## config.mk

```make
export PLATFORM = sky130hd
export DESIGN_NAME = lpht_fifo
export DESIGN_NICKNAME = d
export VERILOG_FILES = /design/src/rtl/lpht_pkg.sv /design/src/rtl/lpht_fifo.sv
export SDC_FILE = /design/constraint.sdc
export NUM_CORES = 1
export LEC_CHECK = 0
export BUFFER_PORTS_ARGS = -buffer_cell sky130_fd_sc_hd__clkbuf_2
export CAP_MARGIN = 20
export CORE_MARGIN = 10
export CORE_UTILIZATION = 25
export CTS_BUF_LIST = sky130_fd_sc_hd__clkbuf_2
export DETAILED_ROUTE_END_ITERATION = 16
export PLACE_DENSITY = 0.47
export SLEW_MARGIN = 20
export SYNTH_ARGS = -nofsm -noshare
export SYNTH_HDL_FRONTEND = slang
export SYNTH_SLANG_ARGS = --single-unit
```

## constraint.sdc

```tcl
create_clock -name aclk -period 19.25 [get_ports aclk]
set_input_delay 0.9625 -clock aclk [delete_from_list [all_inputs] [get_ports aclk]]
set_output_delay 0.9625 -clock aclk [all_outputs]
set_load 0.005 [all_outputs]
```

## src/rtl/lpht_pkg.sv

```systemverilog
`timescale 1ns / 1ps
// ----------------------------------------------------------------------------
// lpht_pkg
// Shared types and codes for the linear probing hash table.
// ----------------------------------------------------------------------------
package lpht_pkg;

    localparam int SLOTS  = 256;
    localparam int KEY_W  = 64;
    localparam int LTR_W  = 8;
    localparam int VEC_W  = 32;
    localparam int CFG_W  = 9;

    // request codes
    localparam logic [2:0] FN_INSERT = 3'd0;
    localparam logic [2:0] FN_LOOKUP = 3'd1;
    localparam logic [2:0] FN_REMOVE = 3'd2;
    localparam logic [2:0] FN_UPD_CH = 3'd3;
    localparam logic [2:0] FN_UPD_VC = 3'd4;
    localparam logic [2:0] FN_CLEAR  = 3'd5;
    localparam logic [2:0] FN_UNDEF6 = 3'd6;
    localparam logic [2:0] FN_UNDEF7 = 3'd7;

    // result codes
    localparam logic [1:0] ST_OK      = 2'd0;
    localparam logic [1:0] ST_NOTFND  = 2'd1;
    localparam logic [1:0] ST_FULL    = 2'd2;
    localparam logic [1:0] ST_BADKEY  = 2'd3;

    // slot marks
    localparam logic [1:0] MK_EMPTY = 2'd0;
    localparam logic [1:0] MK_LIVE  = 2'd1;
    localparam logic [1:0] MK_TOMB  = 2'd2;

    typedef struct packed {
        logic [2:0]       func;
        logic [KEY_W-1:0] key_text;
        logic [LTR_W-1:0] letter_in;
        logic [VEC_W-1:0] vec_in0;
        logic [VEC_W-1:0] vec_in1;
        logic [VEC_W-1:0] vec_in2;
    } req_t;

    typedef struct packed {
        logic [1:0]       status;
        logic [7:0]       slot_index;
        logic [LTR_W-1:0] letter_out;
        logic [VEC_W-1:0] vec_out0;
        logic [VEC_W-1:0] vec_out1;
        logic [VEC_W-1:0] vec_out2;
        logic [8:0]       live_entries;
    } rsp_t;

    // classified request handed from front to back
    typedef struct packed {
        logic [2:0]       func;
        logic             bad;
        logic [KEY_W-1:0] key;
        logic [31:0]      sum;
        logic [LTR_W-1:0] letter;
        logic [VEC_W-1:0] vec0;
        logic [VEC_W-1:0] vec1;
        logic [VEC_W-1:0] vec2;
    } job_t;

endpackage

```

## src/rtl/lpht_fifo.sv

```systemverilog
`timescale 1ns / 1ps
// ----------------------------------------------------------------------------
// lpht_fifo
// Two-entry request queue between the front and the back.
// ----------------------------------------------------------------------------
module lpht_fifo (
    input  logic           aclk,
    input  logic           aresetn,
    input  logic           wr_valid,
    output logic           wr_ready,
    input  lpht_pkg::job_t wr_job,
    output logic           rd_valid,
    input  logic           rd_ready,
    output lpht_pkg::job_t rd_job
);
    import lpht_pkg::*;

    job_t       mem_reg [2];
    logic       wp_reg;
    logic       rp_reg;
    logic [1:0] cnt_reg;
    logic       wr_en;
    logic       rd_en;

    assign wr_ready = (cnt_reg != 2'd2);
    assign rd_valid = (cnt_reg != 2'd0);
    assign rd_job   = mem_reg[rp_reg];
    assign wr_en    = wr_valid && wr_ready;
    assign rd_en    = rd_valid && rd_ready;

    // pointers and fill
    always_ff @(posedge aclk) begin
        if (!aresetn) begin
            wp_reg  <= 1'b0;
            rp_reg  <= 1'b0;
            cnt_reg <= 2'd0;
        end else begin
            if (wr_en) wp_reg <= ~wp_reg;
            if (rd_en) rp_reg <= ~rp_reg;
            cnt_reg <= cnt_reg + {1'b0, wr_en} - {1'b0, rd_en};
        end
    end

    always_ff @(posedge aclk) begin
        if (wr_en) mem_reg[wp_reg] <= wr_job;
    end

endmodule

```

# Word level (Yosys, flattened, before mapping)
# Memories as Yosys holds them, arrays and structs flattened. A register that Yosys moved wholly into a read port is not among the register bits.
# Index checks and enable logic that the tools add are counted.
[word_totals]
inputBits = 208
word_cells = 16
mem_bits_rw = 408
out_inout_bits = 206
mem_count = 1
reg_bits = 4
[memory_table]
columns = ["name", "words", "width", "rd", "rd_clocked_by_memory_dff", "wr", "line", "rtl"]
rows = [
  ["mem_reg", 2, 204, 1, 1, 1, "lpht_fifo.sv:18", "job_t mem_reg [2];"],
]
[classes]
n_mux = 4
bitwise = 2
add_sub_neg = 2
n_eq_ne = 1
n_reduce_logical = 3
[op_table]
columns = ["op", "count"]
rows = [
  ["1-bit 2-to-1 mux", 4],
  ["2-bit by 1-bit adder with 2-bit output", 1],
  ["1-bit logical AND", 2],
  ["2-bit != test, second input constant", 1],
  ["1-bit NOT", 2],
  ["2-bit nonzero test", 1],
  ["2-bit by 1-bit subtractor with 2-bit output", 1],
]

# Depth between registers and ports, before layout
[depth]
ltp_word = 4
depth_mapped = 8
mapped_depth_nobuf = 8

# Worst setup path before layout
# Ideal clock, no wire load.
[synth_path]
path_kind = "in2reg"
startpoint = "input wr_valid"
endpoint = "memory mem_reg[0][0] (netlist name) (enable)"
n_path_buf = 0
slack_ns = 8.966
setup_ns = 0.771
t_arrival_ns = 9.513
t_required_ns = 18.479
path_stages = 2
path_cell_list = "nand2_1 -> nor2_1"
[synth_between]
elab_chain_len = 3
[synth_lines]
columns = ["element", "line", "rtl"]
rows = [
  ["from (decl)", "lpht_fifo.sv:9", "input logic wr_valid,"],
  ["1-bit logical AND", "lpht_fifo.sv:28", "assign wr_en = wr_valid && wr_ready;"],
  ["1-bit 2-to-1 mux", "lpht_fifo.sv:45", "if (wr_en) mem_reg[wp_reg] <= wr_job;"],
  ["1-bit 2-to-1 mux (implied by the code)", "lpht_fifo.sv:45", ""],
  ["to (decl)", "lpht_fifo.sv:18", ""],
]
# Every way passes these cells.

==> results.sh <==
export IMPL_grt_use_total_pct=10.7
export IMPL_leakage_nw=8.59
export IMPL_yosys_area_top_type="edfxtp_1"
export IMPL_ys_async_sr_fraction_pct=0
export IMPL_path_cells="buf_4 > buf_4 > mux2_4 > clkbuf_2"
export IMPL_dieArea_sq_um=72900
export IMPL_crit_buf_inv=3
export IMPL_final_nets=1584
export IMPL_grt_setup_unrepaired="false"
export IMPL_critPathLaunchType="flip-flop"
export IMPL_largest_reg_flops=408
export IMPL_cpMaxStageDelayCell="dfxtp_4"
export IMPL_synth_top_flop_cell="edfxtp_1"
export IMPL_path_common_cell="buf_4"
export IMPL_ff2ff_setup_slack_ps=16110
export IMPL_final_setup_viol_count=0
export IMPL_tightestPinTransition_ps=1050
export IMPL_fin_crit_sh_pct=27.1
export IMPL_synth_area_top_cells="edfxtp_1 (78%), mux2_4 (15%), mux2_2 (3.2%)"
export IMPL_vias_per_cell=3.86
export IMPL_placed_area_sq_um=18600
export IMPL_die_w_microns=270
export IMPL_wl_per_cell_microns=17.3
export IMPL_antenna_found_initial=4
export IMPL_port_buffers=413
export IMPL_finish_instance_area_sq_um=21600
export IMPL_critPathCaptureType="output port"
export IMPL_yosysWarningCount=0
export IMPL_post_cts_buffers=0
export IMPL_die_h_microns=270
export IMPL_clk_latency_ps=1050
export IMPL_stdcell_count=2290
export IMPL_hp_class="in -> reg"
export IMPL_cpPeakStageDelay_ps=880
export IMPL_core_sq_um=61800
export IMPL_finalHoldViolations=0
export IMPL_arrival_ps=4260
export IMPL_ys_seq_elements=413
export IMPL_dr_total_vias=8832
export IMPL_area_growth_pct=38.5
export IMPL_setup_slack_ps=14030
export IMPL_htree_levels=3
export IMPL_grt_first_pass_wirelength_microns=60100
export IMPL_status="finished clean"
export IMPL_synthCells=659
export IMPL_cts_root_buf="clkbuf_2"
export IMPL_grt_max_degree=148
export IMPL_synth_top_cell_area_share_pct=78.4
export IMPL_syn_area_per_cell_sq_um=23.7
export IMPL_worst_clock_skew_ps=66.9
export IMPL_cts_tree="done"
export IMPL_cts_buffer_depth=3
export IMPL_post_route_util_pct=35.0
export IMPL_start_util_pct=25.3
export IMPL_rows=91
export IMPL_placed_cells=1894
export IMPL_power_density_nw_per_um2=111
export IMPL_cts_sinks=413
export IMPL_syn_nets=869
export IMPL_critPathTopFamily="buffers and inverters"
export IMPL_ys_seq_area_share_pct=79.1
export IMPL_synth_most_common_cell="edfxtp_1"
export IMPL_tns_ps=0
export IMPL_synth_edf_count=408
export IMPL_drt_first_pass_iters=4
export IMPL_n_fill_cell=6021
export IMPL_postCtsResizedCells=0
export IMPL_drt_total_wl_microns=39600
export IMPL_ant_nets=0
export IMPL_drive_gt1_share_pct=55.4
export IMPL_route_detailed_drc=0
export IMPL_place_ws_ps=15010
export IMPL_place_gp_congestion=0.700
export IMPL_vdd_drop_max_mv=0.0605
export IMPL_max_freq_mhz=192
export IMPL_synth_area_sq_um=15600
export IMPL_whs_ps=285
export IMPL_drtIter0Drc=422
export IMPL_drv_cap=0
export IMPL_grt_pass1_vias=9849
export IMPL_crit_type="reg -> out"
export IMPL_critPathMaxFanout=52
export IMPL_overflow=0
export IMPL_ys_types=18
export IMPL_io_pins=414
export IMPL_relSlewSlack_pct=29.7
export IMPL_path_clk_slew_ps=100
export IMPL_drv_slew=0
export IMPL_power_total_mw=2.41
export IMPL_layout_min_cycle_time_ps=5220
export IMPL_ys_top_cells_by_count="edfxtp_1 (408), mux2_4 (160), mux2_2 (44), buf_6 (19), dfxtp_1 (5)"
export IMPL_crit_required_ps=18290
export IMPL_cts_buffers=110
-- placed cells by master, fill, tap and decap left out --
| cell type | count |
|---|---|
| clkinv_2 | 2 |
| nor2b_1 | 2 |
| mux2i_1 | 1 |
| clkinv_4 | 2 |
| dfxtp_1 | 4 |
| inv_6 | 1 |
| edfxtp_1 | 408 |
| mux2_4 | 160 |
| or2_2 | 1 |
| diode_2 | 6 |
| nand2b_1 | 2 |
| mux2_2 | 44 |
| o21a_1 | 1 |
| and3_4 | 1 |
| dfxtp_4 | 1 |
| and2_1 | 2 |
| ha_1 | 2 |
| xnor2_1 | 3 |
| buf_12 | 1 |
| nor2_4 | 1 |
| clkinv_1 | 13 |
| inv_2 | 1 |
| inv_1 | 1 |
| bufinv_16 | 2 |
| clkbuf_2 | 576 |
| nand2_1 | 2 |
| dlygate4sd3_1 | 205 |
| buf_4 | 7 |
| clkinvlp_4 | 1 |
-- where the power goes --
| part | leakage (nW) | switching [mW] | internal (mW) |
|---|---|---|---|
| logic | 3.98 | 0.292 | 0.338 |
| clock network | 0.751 | 0.352 | 0.252 |
| registers | 3.85 | 0.0432 | 1.13 |
-- worst reg2reg max path: stages, from the launching register on --
cell      delay (ps)
dfxtp_1          380
nand2b_1         180
and3_4           470
buf_4            720
buf_4            880
-- final cells by class --
type	instances	area (sq um)	share of cell area [%]
repair buffers	626	4190	19.4
well taps	837	1050	4.84
inverters	1	3.75	0.0174
clock buffers	163	816	3.77
diodes	6	15.0	0.0694
clock inverters	22	156	0.723
flip-flops and latches	413	12400	57.1
multi-input cells	222	3040	14.1
-- repair_timing --
action,in CTS,in global routing
endpoints found under the setup margin,0,0
endpoints found under the hold margin,413,0
hold buffers,205,0
-- logic make-up after synthesis --
family	after synthesis	share of synthesized area, %
AOI/OAI and AO/OA	1	0.0481
xor gates and xnor gates	3	0.168
adders and majority gates	2	0.160
buffers and inverters	24	1.52
DFF	413	79.1
muxes	205	18.6
and+or+nand+nor	11	0.393
-- worst paths after layout --
path | start | endpoint | cells past startpoint
worst max register to register | cnt_reg[0]$_SDFF_PN0_ | mem_reg[1][74]$_DFFE_PP_ | 4
worst min-delay path | wr_valid | wp_reg$_SDFFE_PN0N_ | 3
worst min register to register | wp_reg$_SDFFE_PN0N_ | wp_reg$_SDFFE_PN0N_ | 2
worst max-delay path | flip-flop | rd_job[79] | 4
-- routing by layer --
layer  up-vias  wire length [microns]  track usage (%)
li1       4127                      -                -
met1      4304                  15400             11.6
met2       325                  20000             18.0
met3        74                   3130             4.51
met4         2                    982             4.48
met5         -                     13                0
Power figures use the tool's default switching activity.
