**src/rtl/lpht_pkg.sv**
```systemverilog
`timescale 1ns / 1ps
// ----------------------------------------------------------------------------
// lpht_pkg
// Shared types and codes for the linear probing hash table.
// ----------------------------------------------------------------------------
package lpht_pkg;

    localparam int SLOTS  = 256;
    localparam int KEY_W  = 64;
    localparam int LTR_W  = 8;
    localparam int VEC_W  = 32;
    localparam int CFG_W  = 9;

    // request codes
    localparam logic [2:0] FN_INSERT = 3'd0;
    localparam logic [2:0] FN_LOOKUP = 3'd1;
    localparam logic [2:0] FN_REMOVE = 3'd2;
    localparam logic [2:0] FN_UPD_CH = 3'd3;
    localparam logic [2:0] FN_UPD_VC = 3'd4;
    localparam logic [2:0] FN_CLEAR  = 3'd5;
    localparam logic [2:0] FN_UNDEF6 = 3'd6;
    localparam logic [2:0] FN_UNDEF7 = 3'd7;

    // result codes
    localparam logic [1:0] ST_OK      = 2'd0;
    localparam logic [1:0] ST_NOTFND  = 2'd1;
    localparam logic [1:0] ST_FULL    = 2'd2;
    localparam logic [1:0] ST_BADKEY  = 2'd3;

    // slot marks
    localparam logic [1:0] MK_EMPTY = 2'd0;
    localparam logic [1:0] MK_LIVE  = 2'd1;
    localparam logic [1:0] MK_TOMB  = 2'd2;

    typedef struct packed {
        logic [2:0]       func;
        logic [KEY_W-1:0] key_text;
        logic [LTR_W-1:0] letter_in;
        logic [VEC_W-1:0] vec_in0;
        logic [VEC_W-1:0] vec_in1;
        logic [VEC_W-1:0] vec_in2;
    } req_t;

    typedef struct packed {
        logic [1:0]       status;
        logic [7:0]       slot_index;
        logic [LTR_W-1:0] letter_out;
        logic [VEC_W-1:0] vec_out0;
        logic [VEC_W-1:0] vec_out1;
        logic [VEC_W-1:0] vec_out2;
        logic [8:0]       live_entries;
    } rsp_t;

    // classified request handed from front to back
    typedef struct packed {
        logic [2:0]       func;
        logic             bad;
        logic [KEY_W-1:0] key;
        logic [31:0]      sum;
        logic [LTR_W-1:0] letter;
        logic [VEC_W-1:0] vec0;
        logic [VEC_W-1:0] vec1;
        logic [VEC_W-1:0] vec2;
    } job_t;

endpackage

```
**src/rtl/lpht_front.sv**
```systemverilog
`timescale 1ns / 1ps
// ----------------------------------------------------------------------------
// lpht_front
// Accepts requests, canonicalizes the key, forms the hash sum and bad flag.
// ----------------------------------------------------------------------------
module lpht_front #(
    parameter int KEY_BYTES = 8
) (
    input  logic          aclk,
    input  logic          aresetn,
    input  logic          in_valid,
    output logic          in_ready,
    input  lpht_pkg::req_t in_req,
    output logic          job_valid,
    input  logic          job_ready,
    output lpht_pkg::job_t job
);
    import lpht_pkg::*;

    logic       job_valid_reg;
    job_t       job_reg;
    job_t       job_next;
    logic       ended;
    logic [7:0] ch;
    logic [31:0] sh;

    assign in_ready  = !job_valid_reg || job_ready;
    assign job_valid = job_valid_reg;
    assign job       = job_reg;

    // key scan over at most eight bytes
    always_comb begin
        job_next        = '0;
        job_next.func   = in_req.func;
        job_next.letter = in_req.letter_in;
        job_next.vec0   = in_req.vec_in0;
        job_next.vec1   = in_req.vec_in1;
        job_next.vec2   = in_req.vec_in2;
        ended = 1'b0;
        ch = '0;
        sh = '0;
        for (int b = 0; b < KEY_BYTES; b++) begin
            ch = in_req.key_text[8*b +: 8];
            if (ch == 8'd0) ended = 1'b1;
            if (!ended) begin
                if (ch[7]) job_next.bad = 1'b1;
                job_next.key[8*b +: 8] = ch;
                sh = {24'd0, ch} << ch[6:2];
                job_next.sum = job_next.sum + sh;
            end
        end
    end

    // output register
    always_ff @(posedge aclk) begin
        if (!aresetn) begin
            job_valid_reg <= 1'b0;
        end else if (in_ready) begin
            job_valid_reg <= in_valid;
        end
    end

    always_ff @(posedge aclk) begin
        if (in_ready && in_valid) begin
            job_reg <= job_next;
        end
    end

endmodule

```
**config.mk**
```make
export PLATFORM = sky130hd
export DESIGN_NAME = lpht_front
export DESIGN_NICKNAME = d
export VERILOG_FILES = /design/src/rtl/lpht_pkg.sv /design/src/rtl/lpht_front.sv
export SDC_FILE = /design/constraint.sdc
export NUM_CORES = 1
export LEC_CHECK = 0
export ABC_AREA = 1
export BUFFER_PORTS_ARGS = -buffer_cell sky130_fd_sc_hd__buf_2
export CAP_MARGIN = 20
export CELL_PAD_IN_SITES_DETAIL_PLACEMENT = 1
export CELL_PAD_IN_SITES_GLOBAL_PLACEMENT = 2
export CORE_MARGIN = 4
export CORE_UTILIZATION = 29
export DETAILED_ROUTE_END_ITERATION = 7
export GPL_TIMING_DRIVEN = 1
export PLACE_DENSITY = 0.77
export SYNTH_ARGS = -nofsm -noshare
export SYNTH_HDL_FRONTEND = slang
export SYNTH_SLANG_ARGS = --single-unit
```
**constraint.sdc**
```tcl
create_clock -name aclk -period 12.7 [get_ports aclk]
set_clock_uncertainty 0.2 [all_clocks]
set_input_delay 1.905 -clock aclk [delete_from_list [all_inputs] [get_ports aclk]]
set_output_delay 1.905 -clock aclk [all_outputs]
set_load 0.005 [all_outputs]
```
---- Word level (Yosys, flattened, before mapping) ----
Cells that the tools add are included.
storage, ports and cells
  logic and storage cells ................. 74
  bits of input ports ..................... 175
  register bits ........................... 205
operators by class
  reduce and logical (&&, ||, !) cells .... 11
  $add $sub $neg .......................... 7
  shifts and indexed selects .............. 8
  multiplexer cells ....................... 32
operators with widths
  operator             number
  $mux W32             8
  $shl A8 B5 Y32       8
  $add A32 B32 Y32     7
  $logic_not A8 Y1     8
  $mux W1              23
  $mux W9              1
  $logic_and A1 B1 Y1  1
  $logic_not A1 Y1     1
  $logic_or A1 B1 Y1   1

---- Longest topological paths before layout ----
Gate-level depths: netlist of run 1.
  depth in word-level cells ............... 17
  gate-level depth with buffers ........... 92
  mapped depth without buffers ............ 90

---- Worst setup path after synthesis of run 1 ----
No wires, ideal clock.
  path type ............................... input to register
  start ................................... in in_req[118] in the netlist's numbering
  end ..................................... reg job_reg (netlist bit job[135]), data pin
  slack ................................... -367 ps
  stages on the path ...................... 76
  data arrival time ....................... 12,618 ps
  library setup time ...................... 249 ps
  path through ............................ clkbuf_1 -> nor4_1 -> nand4_1 -> nand2_1 -> buf_2 -> buf_1 -> clkbuf_1 -> clkbuf_1 -> nand2_1 -> nand2_1 -> ha_1 -> inv_1 -> fa_1 -> o21ai_0 -> a21oi_1 -> o21ai_0 -> a21oi_1 -> o21ai_0 -> [40 not listed] -> xor2_1 -> or2_2 -> and2_1 -> ha_1 -> a21oi_1 -> nor2_1 -> a211oi_1 -> o21ai_0 -> a21oi_1 -> o21ai_0 -> xor2_1 -> inv_1 -> nand2_1 -> nand2_1 -> inv_1 -> nand4_1 -> nand2_1 -> inv_1
RTL lines
  what                  line              source
  start, declared       lpht_front.sv:13  input lpht_pkg::req_t in_req,
  end signal, assigned  lpht_front.sv:65  job_reg <= job_next;
  end, declared         lpht_front.sv:21  job_t job_reg;

==> metrics.yaml, run 1 <==
die_area_um2: 89340
core_area_um2: 83820
swShare_pct: 42.77
slew_viol_final: 0
max_freq_mhz: 76.77
cts_tree: "yes"
slowest_delay_ns: 0.38
netlist_instances: 3690
reg2reg_depth: 4
grt_max_degree: 73
crit_fanout: 4
power_density_nw_per_um2: 155.4
p_total_uw: 5906
multi_input_area_um2: 18270
vias: 30890
cp-start-kind: "input port"
largest_reg_flops: 204
clockBufferDepth: 3
final_hold_viol_count: 0
reg2reg_from: "job_valid$_SDFFE_PN0N_"
insertion_delay_ns: 0.52
rows: 106
rsz0062_at_grt: "true"
p_int_uw: 3380
cts.clk_slew.worst_paths_ns: 0.07
synthesis.nets: 4087
io_pins: 381
status: "finished, violations left"
antenna_found_initial: 11
yosysUniqueCellTypes: 62
synthToLayoutAreaGrowth_pct: 54.82
die_h_um: 298.9
drtAntennaViolNets: 0
yosysWarnings: 0
grt_overflow: 0
grt_use_total_pct: 24.61
crit_type: "in2reg"
worst_slack_ns: -0.3257
whs_endpoint: "job_valid$_SDFFE_PN0N_"
ff2ff_setup_slack_ns: 9.19
final_nets: 5432
netlist_area_um2: 24540
end_kind: "flop"
setup_viol_count_final: 1
synth-edff-count: 204
place.gp.congestion: 0.9106
grt_pass1_wl_mm: 175.8
async_reset_ff_share_pct: 0
pwr-share-clk_pct: 9.7
clock_sinks: 205
finalCritPeriodShare_pct: 102.6
wl_per_cell_um: 19.23
hold_depth: 2
drc: 0
ir_drop_v: 0.00009934
power_frac_seq_pct: 15.4
p_leak_uw: 0.01864
tightest_slew_ns: 1.031
holdWs_ns: 0.3883
cap_violations: 0
crit_path_frequent_cell: "nand2_1"
final-seq-area_um2: 6146
layout-drive-gt1-share_pct: 40.47
arrival_ns: 13.12
synth_area_per_cell_um2: 6.651
violations: "negative setup slack"
ys_seq_elements: 205
combPwrFrac_pct: 75.0
synth_ff_type: "edfxtp_1"
htree_levels: 1
die_w_um: 298.9
dr.pass1.iters: 5
min_from: "job_valid$_SDFFE_PN0N_"
dp_hpwl_mm: 96.76
r2r_end: "job[179]$_SDFFCE_PP0P_"
clockRootBuffer: "clkbuf_16"
place.port_buffers: 380
wl_mm: 119.0
fillers: 10820
min_path_type: "reg2reg"
viasPerCell: 4.993
slew_headroom_pct: 30.62
cp_slowest_cell: "fa_2"
grt_pass1_vias: 31050
drtIter0Drc: 1942
ys_seq_area_share_pct: 25.04
post-route-min-period_ns: 13.03
cts_buffers: 20
power.switching_uw: 2526
crit_required_ns: 12.79
start_util_pct: 29.28
placed cells by master, fill, tap and decap left out, types with 8 or more instances in the layout:
master / instances
buf_4: 1073
nand2_1: 792
nor2_1: 426
buf_2: 376
inv_1: 354
nand3_1: 249
o21ai_0: 207
edfxtp_1: 204
ha_1: 162
a21oi_1: 150
nand2_2: 127
a21oi_2: 84
o21ai_1: 73
xor2_1: 69
nand3_2: 57
o21ai_2: 55
xnor2_1: 54
ha_4: 50
o22ai_1: 44
inv_2: 41
nand4_1: 36
nor3_1: 34
nor2_2: 32
a31oi_1: 25
clkbuf_16: 20
o21bai_1: 17
nor2_4: 15
clkinv_1: 15
or2_2: 14
nand2_4: 10
o21a_1: 9
o32ai_1: 9
o21bai_2: 8
a21o_1: 8
nand3b_1: 8
a22oi_1: 8
xor2_2: 8
worst max-delay path, delay by kind of cell:
| family | cells | cell delay, ns |
|---|---|---|
| AOI/OAI and AO/OA | 24 | 3.93 |
| xor gates and xnor gates | 5 | 0.82 |
| adders and majority gates | 8 | 2.13 |
| buffers and inverters | 11 | 0.98 |
| and+or+nand+nor | 37 | 3.34 |
synth_stat cells, types with 14 or more instances:
master	n	area share [%]
nand2_1	850	13
nor2_1	458	7.0
inv_1	378	5.8
o21ai_0	320	6.5
nand3_1	268	5.5
a21oi_1	238	4.9
ha_1	215	11
edfxtp_1	204	25
clkbuf_1	93	1.4
xor2_1	76	2.7
nand2_2	70	1.8
xnor2_1	59	2.1
o22ai_1	47	1.2
nand3_2	41	1.7
nand4_1	36	0.92
nor3_1	36	0.73
a31oi_1	31	0.79
o21bai_1	25	0.76
inv_2	22	0.34
o21ai_1	16	0.33
or2_2	15	0.38
buf_2	14	0.29
layer usage:
metal  global-route usage, %  routed length [µm]  vias up
li1                        -                   -    15110
met1                   32.96               53320    14900
met2                   43.03               57150      744
met3                   2.448                5703      134
met4                   5.120                2796        2
met5                       0                  15        -
how the worst max path moves through the flow:
stage	start	end	slack (ns)	cells after the start
4_1_cts	in_req[107]	job[135]$_DFFE_PP_	0.0005	83
2_1_floorplan	in_req[118]	job[135]$_DFFE_PP_	-0.07	76
3_5_place_dp	in_req[107]	job[135]$_DFFE_PP_	-1.57	81
6_report	in_req[107]	job[135]$_DFFE_PP_	-0.33	85
5_1_grt	in_req[106]	job[135]$_DFFE_PP_	-0.99	85
3_3_place_gp	in_req[106]	job[135]$_DFFE_PP_	-1.22	73
power groups by stage:
| stage | logic [µW] | registers [µW] | clock network, µW |
|---|---|---|---|
| floorplan | 1770 | 937 | 0 |
| global placement | 3760 | 917 | 0 |
| detailed placement | 3870 | 922 | 0 |
| CTS | 4080 | 908 | 593 |
| global route | 4830 | 913 | 616 |
| finish | 4430 | 907 | 572 |
what timing repair did:
action                                  in CTS  in global routing
endpoints found under the setup margin       6                 11
gates resized for setup                    178                356
setup buffers                               37                 48
hold buffers                                 0                  0
pin swaps                                   70                180
metrics by stage:
| step | utilization, % | setup slack [ns] | area (µm²) | TNS (ns) | std cells |
|---|---|---|---|---|---|
| global placement | 41.48 | -1.225 | 34770 | -4.454 | 6064 |
| finish | 45.33 | -0.3257 | 38000 | -0.3257 | 6187 |
| detailed placement | 41.48 | -1.565 | 34770 | -7.269 | 6064 |
| floorplan | - | -0.06658 | 24550 | -0.06658 | 3690 |
| CTS | 43.21 | 0.0005143 | 36220 | 0 | 6134 |
| global route | 45.33 | -0.9854 | 37990 | -2.449 | 6186 |
kinds of logic after synthesis:
family | synth area share, %
flops | 25.04
buf+inv | 8.530
fa+ha+maj | 11.53
compound gates | 17.23
simple gates | 32.69
xor+xnor | 4.976
layout make-up:
| cell class | count | area share (%) |
|---|---|---|
| multi-input combinational | 2944 | 48.08 |
| tap | 1134 | 3.734 |
| antenna | 5 | 0.03293 |
| clock inverter | 9 | 0.2173 |
| timing repair buffer | 1453 | 26.27 |
| inverter | 411 | 4.113 |
| clock buffer | 26 | 1.376 |
| sequential | 205 | 16.18 |
(Power assumes the default switching activity.)
==> run 2, diff against run 1 <==
--- a/config.mk
+++ b/config.mk
@@ -6,15 +6,15 @@
 export NUM_CORES = 1
 export LEC_CHECK = 0
 export ABC_AREA = 1
-export BUFFER_PORTS_ARGS = -buffer_cell sky130_fd_sc_hd__buf_2
 export CAP_MARGIN = 20
 export CELL_PAD_IN_SITES_DETAIL_PLACEMENT = 1
 export CELL_PAD_IN_SITES_GLOBAL_PLACEMENT = 2
 export CORE_MARGIN = 4
-export CORE_UTILIZATION = 29
+export CORE_UTILIZATION = 33
 export DETAILED_ROUTE_END_ITERATION = 7
+export DONT_BUFFER_PORTS = 1
 export GPL_TIMING_DRIVEN = 1
-export PLACE_DENSITY = 0.77
+export PLACE_DENSITY = 0.78
 export SYNTH_ARGS = -nofsm -noshare
 export SYNTH_HDL_FRONTEND = slang
 export SYNTH_SLANG_ARGS = --single-unit
==> run 2 against run 1 <==
The flow now finishes without violations. Critical endpoint unchanged. Power hardly changed. Wire length up 0.84%. Fmax increased by 3.2%. Global-route usage rose by 2.9 points. Sequential cell count unchanged.
==> metrics.yaml, run 2 (same netlist as run 1, synthesis figures left out) <==
status: "finished clean"
cts_buffers: 21
grt_max_degree: 147
vias: 29400
pre_cts_slack_ns: -1.549
final_hold_viol_count: 0
die_w_um: 280.7
place.gp.congestion: 0.9618
p_leak_uw: 0.01664
die_h_um: 280.7
holdWs_ns: 0.5596
placement.cell_area_um2: 31890
hold_depth: 2
drc: 0
cp_slowest_cell: "ha_4"
insertion_delay_ns: 0.54
core_area_um2: 73330
slew_headroom_pct: 26.01
crit_type: "in2reg"
cts_hold_buf: 0
grt_use_total_pct: 27.49
crit_required_ns: 12.81
slew_viol_final: 0
final_cell_mix: "buf_4 (942), nand2_1 (776), nor2_1 (429)"
rsz0062_at_grt: "true"
cts.clk_slew.worst_paths_ns: 0.07
setup_viol_count_final: 0
clockRootBuffer: "clkbuf_16"
dp_hpwl_mm: 95.66
grt_pass1_wl_mm: 169.1
rows: 99
cp-start-kind: "input port"
arrival_ns: 12.72
dr.pass1.iters: 7
synthToLayoutAreaGrowth_pct: 43.52
tightest_slew_ns: 1.110
drtIter0Drc: 1996
post-route-min-period_ns: 12.62
drtAntennaViolNets: 0
clock_sinks: 205
start_util_pct: 33.47
max_freq_mhz: 79.26
finalCritPeriodShare_pct: 99.35
final_common_cell: "buf_4"
grt_overflow: 0
wl_per_cell_um: 21.73
reg2reg_depth: 3
final_nets: 4927
grt_pass1_vias: 28690
crit_fanout: 4
place.port_buffers: 0
min_path_type: "reg2reg"
io_pins: 381
final_core_util_pct: 48.03
die_area_um2: 78790
cts_tree: "yes"
layout-drive-gt1-share_pct: 34.19
power_density_nw_per_um2: 167.7
ir_drop_v: 0.00009060
antenna_found_initial: 18
worst_slack_ns: 0.08316
wl_mm: 120.0
htree_levels: 1
cap_violations: 0
viasPerCell: 5.326
largest_reg_flops: 204
slowest_delay_ns: 0.32
end_kind: "flop"
clockBufferDepth: 3
fin_area_um2: 35220
run 2: routing by layer:
layer | track usage (%) | vias to the layer above | part of all wire, %
li1 | - | 14120 | -
met1 | 36.29 | 14290 | 43
met2 | 46.41 | 809 | 47
met3 | 4.070 | 181 | 6.1
met4 | 8.732 | 6 | 3.6
met5 | 0 | - | 0.029
run 2: area by class of cell:
| type | count | area [µm²] |
|---|---|---|
| antenna | 17 | 42.54 |
| clock buffer | 26 | 544.3 |
| clock inverter | 12 | 133.9 |
| fill | 9419 | 38110 |
| inverter | 411 | 1555 |
| multi-input combinational | 2944 | 18460 |
| sequential | 205 | 6146 |
| tap | 959 | 1200 |
| timing repair buffer | 947 | 7146 |
run 2: metrics by stage:
step | power [µW] | TNS (ns) | cells
2_1_floorplan | 2704 | -0.06658 | 3690
3_3_place_gp | 4498 | -3.424 | 5404
3_5_place_dp | 4618 | -7.083 | 5404
4_1_cts | 5353 | 0 | 5456
5_1_grt | 6314 | -1.166 | 5521
6_report | 5908 | 0 | 5521
run 2: final timing paths:
kind | slack [ns] | start | endpoint
min | 0.56 | job_valid$_SDFFE_PN0N_ | job_valid$_SDFFE_PN0N_
min reg2reg | 0.56 | job_valid$_SDFFE_PN0N_ | job_valid$_SDFFE_PN0N_
max reg2reg | 9.49 | job_valid$_SDFFE_PN0N_ | job[173]$_SDFFCE_PP0P_
max | 0.08 | in_req[104] | job[135]$_DFFE_PP_
run 2: power by group:
group	switching [µW]	total, µW	internal, µW
registers	66.6	955	888
clock network	306	658	352
logic	2180	4290	2110
run 2: repair_timing:
item,in CTS,in global routing
pin swaps,28,192
setup buffers,14,49
endpoints found under the hold margin,0,0
gates resized for setup,85,466
endpoints found under the setup margin,6,10
run 2: critical path: cells and delay by family:
kind	cells	cell delay [ns]
AO/OA/AOI/OAI	31	4.08
XOR/XNOR	5	0.77
adder cells (fa/ha/maj)	7	1.84
buffers and inverters	19	2.15
AND/OR/NAND/NOR	23	1.91
==> run 3, diff against run 2 <==
==> constraint.sdc (replaced) <==
create_clock -name aclk -period 11.6 [get_ports aclk]
set_clock_uncertainty 0.2 [all_clocks]
set_input_delay 1.74 -clock aclk [delete_from_list [all_inputs] [get_ports aclk]]
set_output_delay 1.74 -clock aclk [all_outputs]
set_load 0.005 [all_outputs]
==> run 3 against run 2 <==
The flow now finishes with violations (negative setup slack). Clock-buffer cell count rose by 1. Setup slack worse by 1.4 ns. Worst hold slack improved by 0.026 ns. Sequential power up 9.9%. Wire length up 5.5%. Die area unchanged. Critical path type unchanged. Largest cell class unchanged.
==> metrics.yaml, run 3 (same netlist as run 1, synthesis figures left out) <==
power_density_nw_per_um2: 187.6
critPathLaunch: "in_req[107]"
max_freq_mhz: 77.67
final_nets: 5099
die_h_um: 280.7
cts_buffers: 22
fillers: 9209
drc: 0
synthToLayoutAreaGrowth_pct: 51.58
reg2reg_from: "job_valid$_SDFFE_PN0N_"
crit_fanout: 8
violations: "negative setup slack"
p_leak_uw: 0.01755
min_from: "job_valid$_SDFFE_PN0N_"
crit_required_ns: 11.72
drtIter0Drc: 2394
min_path_type: "reg2reg"
rows: 99
ir_drop_v: 0.0001446
crit_path_frequent_cell: "nand2_1"
place.port_buffers: 0
layout-drive-gt1-share_pct: 38.85
core_area_um2: 73330
final_cell_mix: "buf_4 (1110), nand2_1 (776), nor2_1 (419)"
htree_levels: 1
end_kind: "flop"
io_pins: 381
clockRootBuffer: "clkbuf_16"
vias: 30580
cts_tree: "yes"
insertion_delay_ns: 0.53
slew_viol_final: 0
clock_sinks: 205
slew_headroom_pct: 31.97
grt_use_total_pct: 28.39
slowest_delay_ns: 0.38
cts.clk_slew.worst_paths_ns: 0.07
dr.pass1.iters: 5
largest_reg_flops: 204
wl_mm: 126.6
grt_pass1_vias: 29840
crit_type: "in2reg"
final_common_cell: "buf_4"
cp-start-kind: "input port"
grt_overflow: 0
die_w_um: 280.7
wl_per_cell_um: 22.24
final_hold_viol_count: 0
status: "finished, violations left"
grt_pass1_wl_mm: 175.1
grt_max_degree: 149
rsz0062_at_grt: "true"
cap_violations: 0
holdWs_ns: 0.5852
clockBufferDepth: 3
start_util_pct: 33.47
viasPerCell: 5.372
finalCritPeriodShare_pct: 111.0
place.gp.congestion: 0.9367
drtAntennaViolNets: 0
critPathCapture: "job[135]$_DFFE_PP_"
dp_hpwl_mm: 96.78
pre_cts_slack_ns: -2.053
setup_viol_count_final: 10
tightest_slew_ns: 1.020
worst_slack_ns: -1.275
post-route-min-period_ns: 12.88
reg2reg_depth: 2
antenna_found_initial: 16
ff2ff_setup_slack_ns: 8.97
cts_hold_buf: 0
cp_slowest_cell: "ha_1"
arrival_ns: 12.99
r2r_end: "job[172]$_SDFFCE_PP0P_"
die_area_um2: 78790
[run 3: critical path: cells and delay by family]
family	cells	cell delay [ns]
AOI/OAI and AO/OA	27	4.27
buffers and inverters	15	1.44
xor gates and xnor gates	6	1.05
and+or+nand+nor	24	2.47
adders and majority gates	7	2.02
[run 3: cell type report]
type / count / area, µm² / share of cell area [%]
multi-input combinational: 2944 / 19090 / 51.32
sequential: 205 / 6146 / 16.52
clock buffer: 27 / 590.6 / 1.588
antenna: 15 / 37.54 / 0.1009
tap: 959 / 1200 / 3.226
timing repair buffer: 1118 / 8432 / 22.67
inverter: 411 / 1565 / 4.208
clock inverter: 13 / 136.4 / 0.3666
[run 3: how the worst min path moves through the flow]
stage	slack (ns)	cells past startpoint	endpoint
after floorplan	0.34	2	job_valid$_SDFFE_PN0N_
after global placement	0.47	2	job_valid$_SDFFE_PN0N_
after detailed placement	0.51	2	job_valid$_SDFFE_PN0N_
after CTS	0.56	2	job_valid$_SDFFE_PN0N_
after global routing	0.59	2	job_valid$_SDFFE_PN0N_
final	0.59	2	job_valid$_SDFFE_PN0N_
[run 3: repair_timing]
action                                  4_1_cts  5_1_grt
setup buffers                                46       74
pin swaps                                    87      271
resized for setup                           189      490
endpoints found under the setup margin       11       16
[run 3: metrics by stage]
step	util (%)	instance area (µm²)	setup TNS, ns	cells	total power, µW
5_1_grt	50.73	37200	-11.55	5692	7412
3_5_place_dp	44.80	32850	-14.28	5530	5095
6_report	50.73	37200	-4.770	5692	6979
4_1_cts	47.05	34500	-1.885	5616	6094
3_3_place_gp	44.80	32850	-8.127	5530	4969
2_1_floorplan	-	24610	-0.7517	3690	2974
[run 3: metal layers]
metal	wire length, µm	track usage, %	share of wire [%]
met1	53570	37.10	42
met2	59880	48.75	47
met3	8369	4.129	6.6
met4	4765	8.420	3.8
met5	18	0	0.014
[run 3: power breakdown]
| part | internal [µW] | total [µW] | switching, µW |
|---|---|---|---|
| combinational | 2550 | 5190 | 2630 |
| sequential | 973 | 1050 | 75.4 |
| clock | 412 | 744 | 332 |
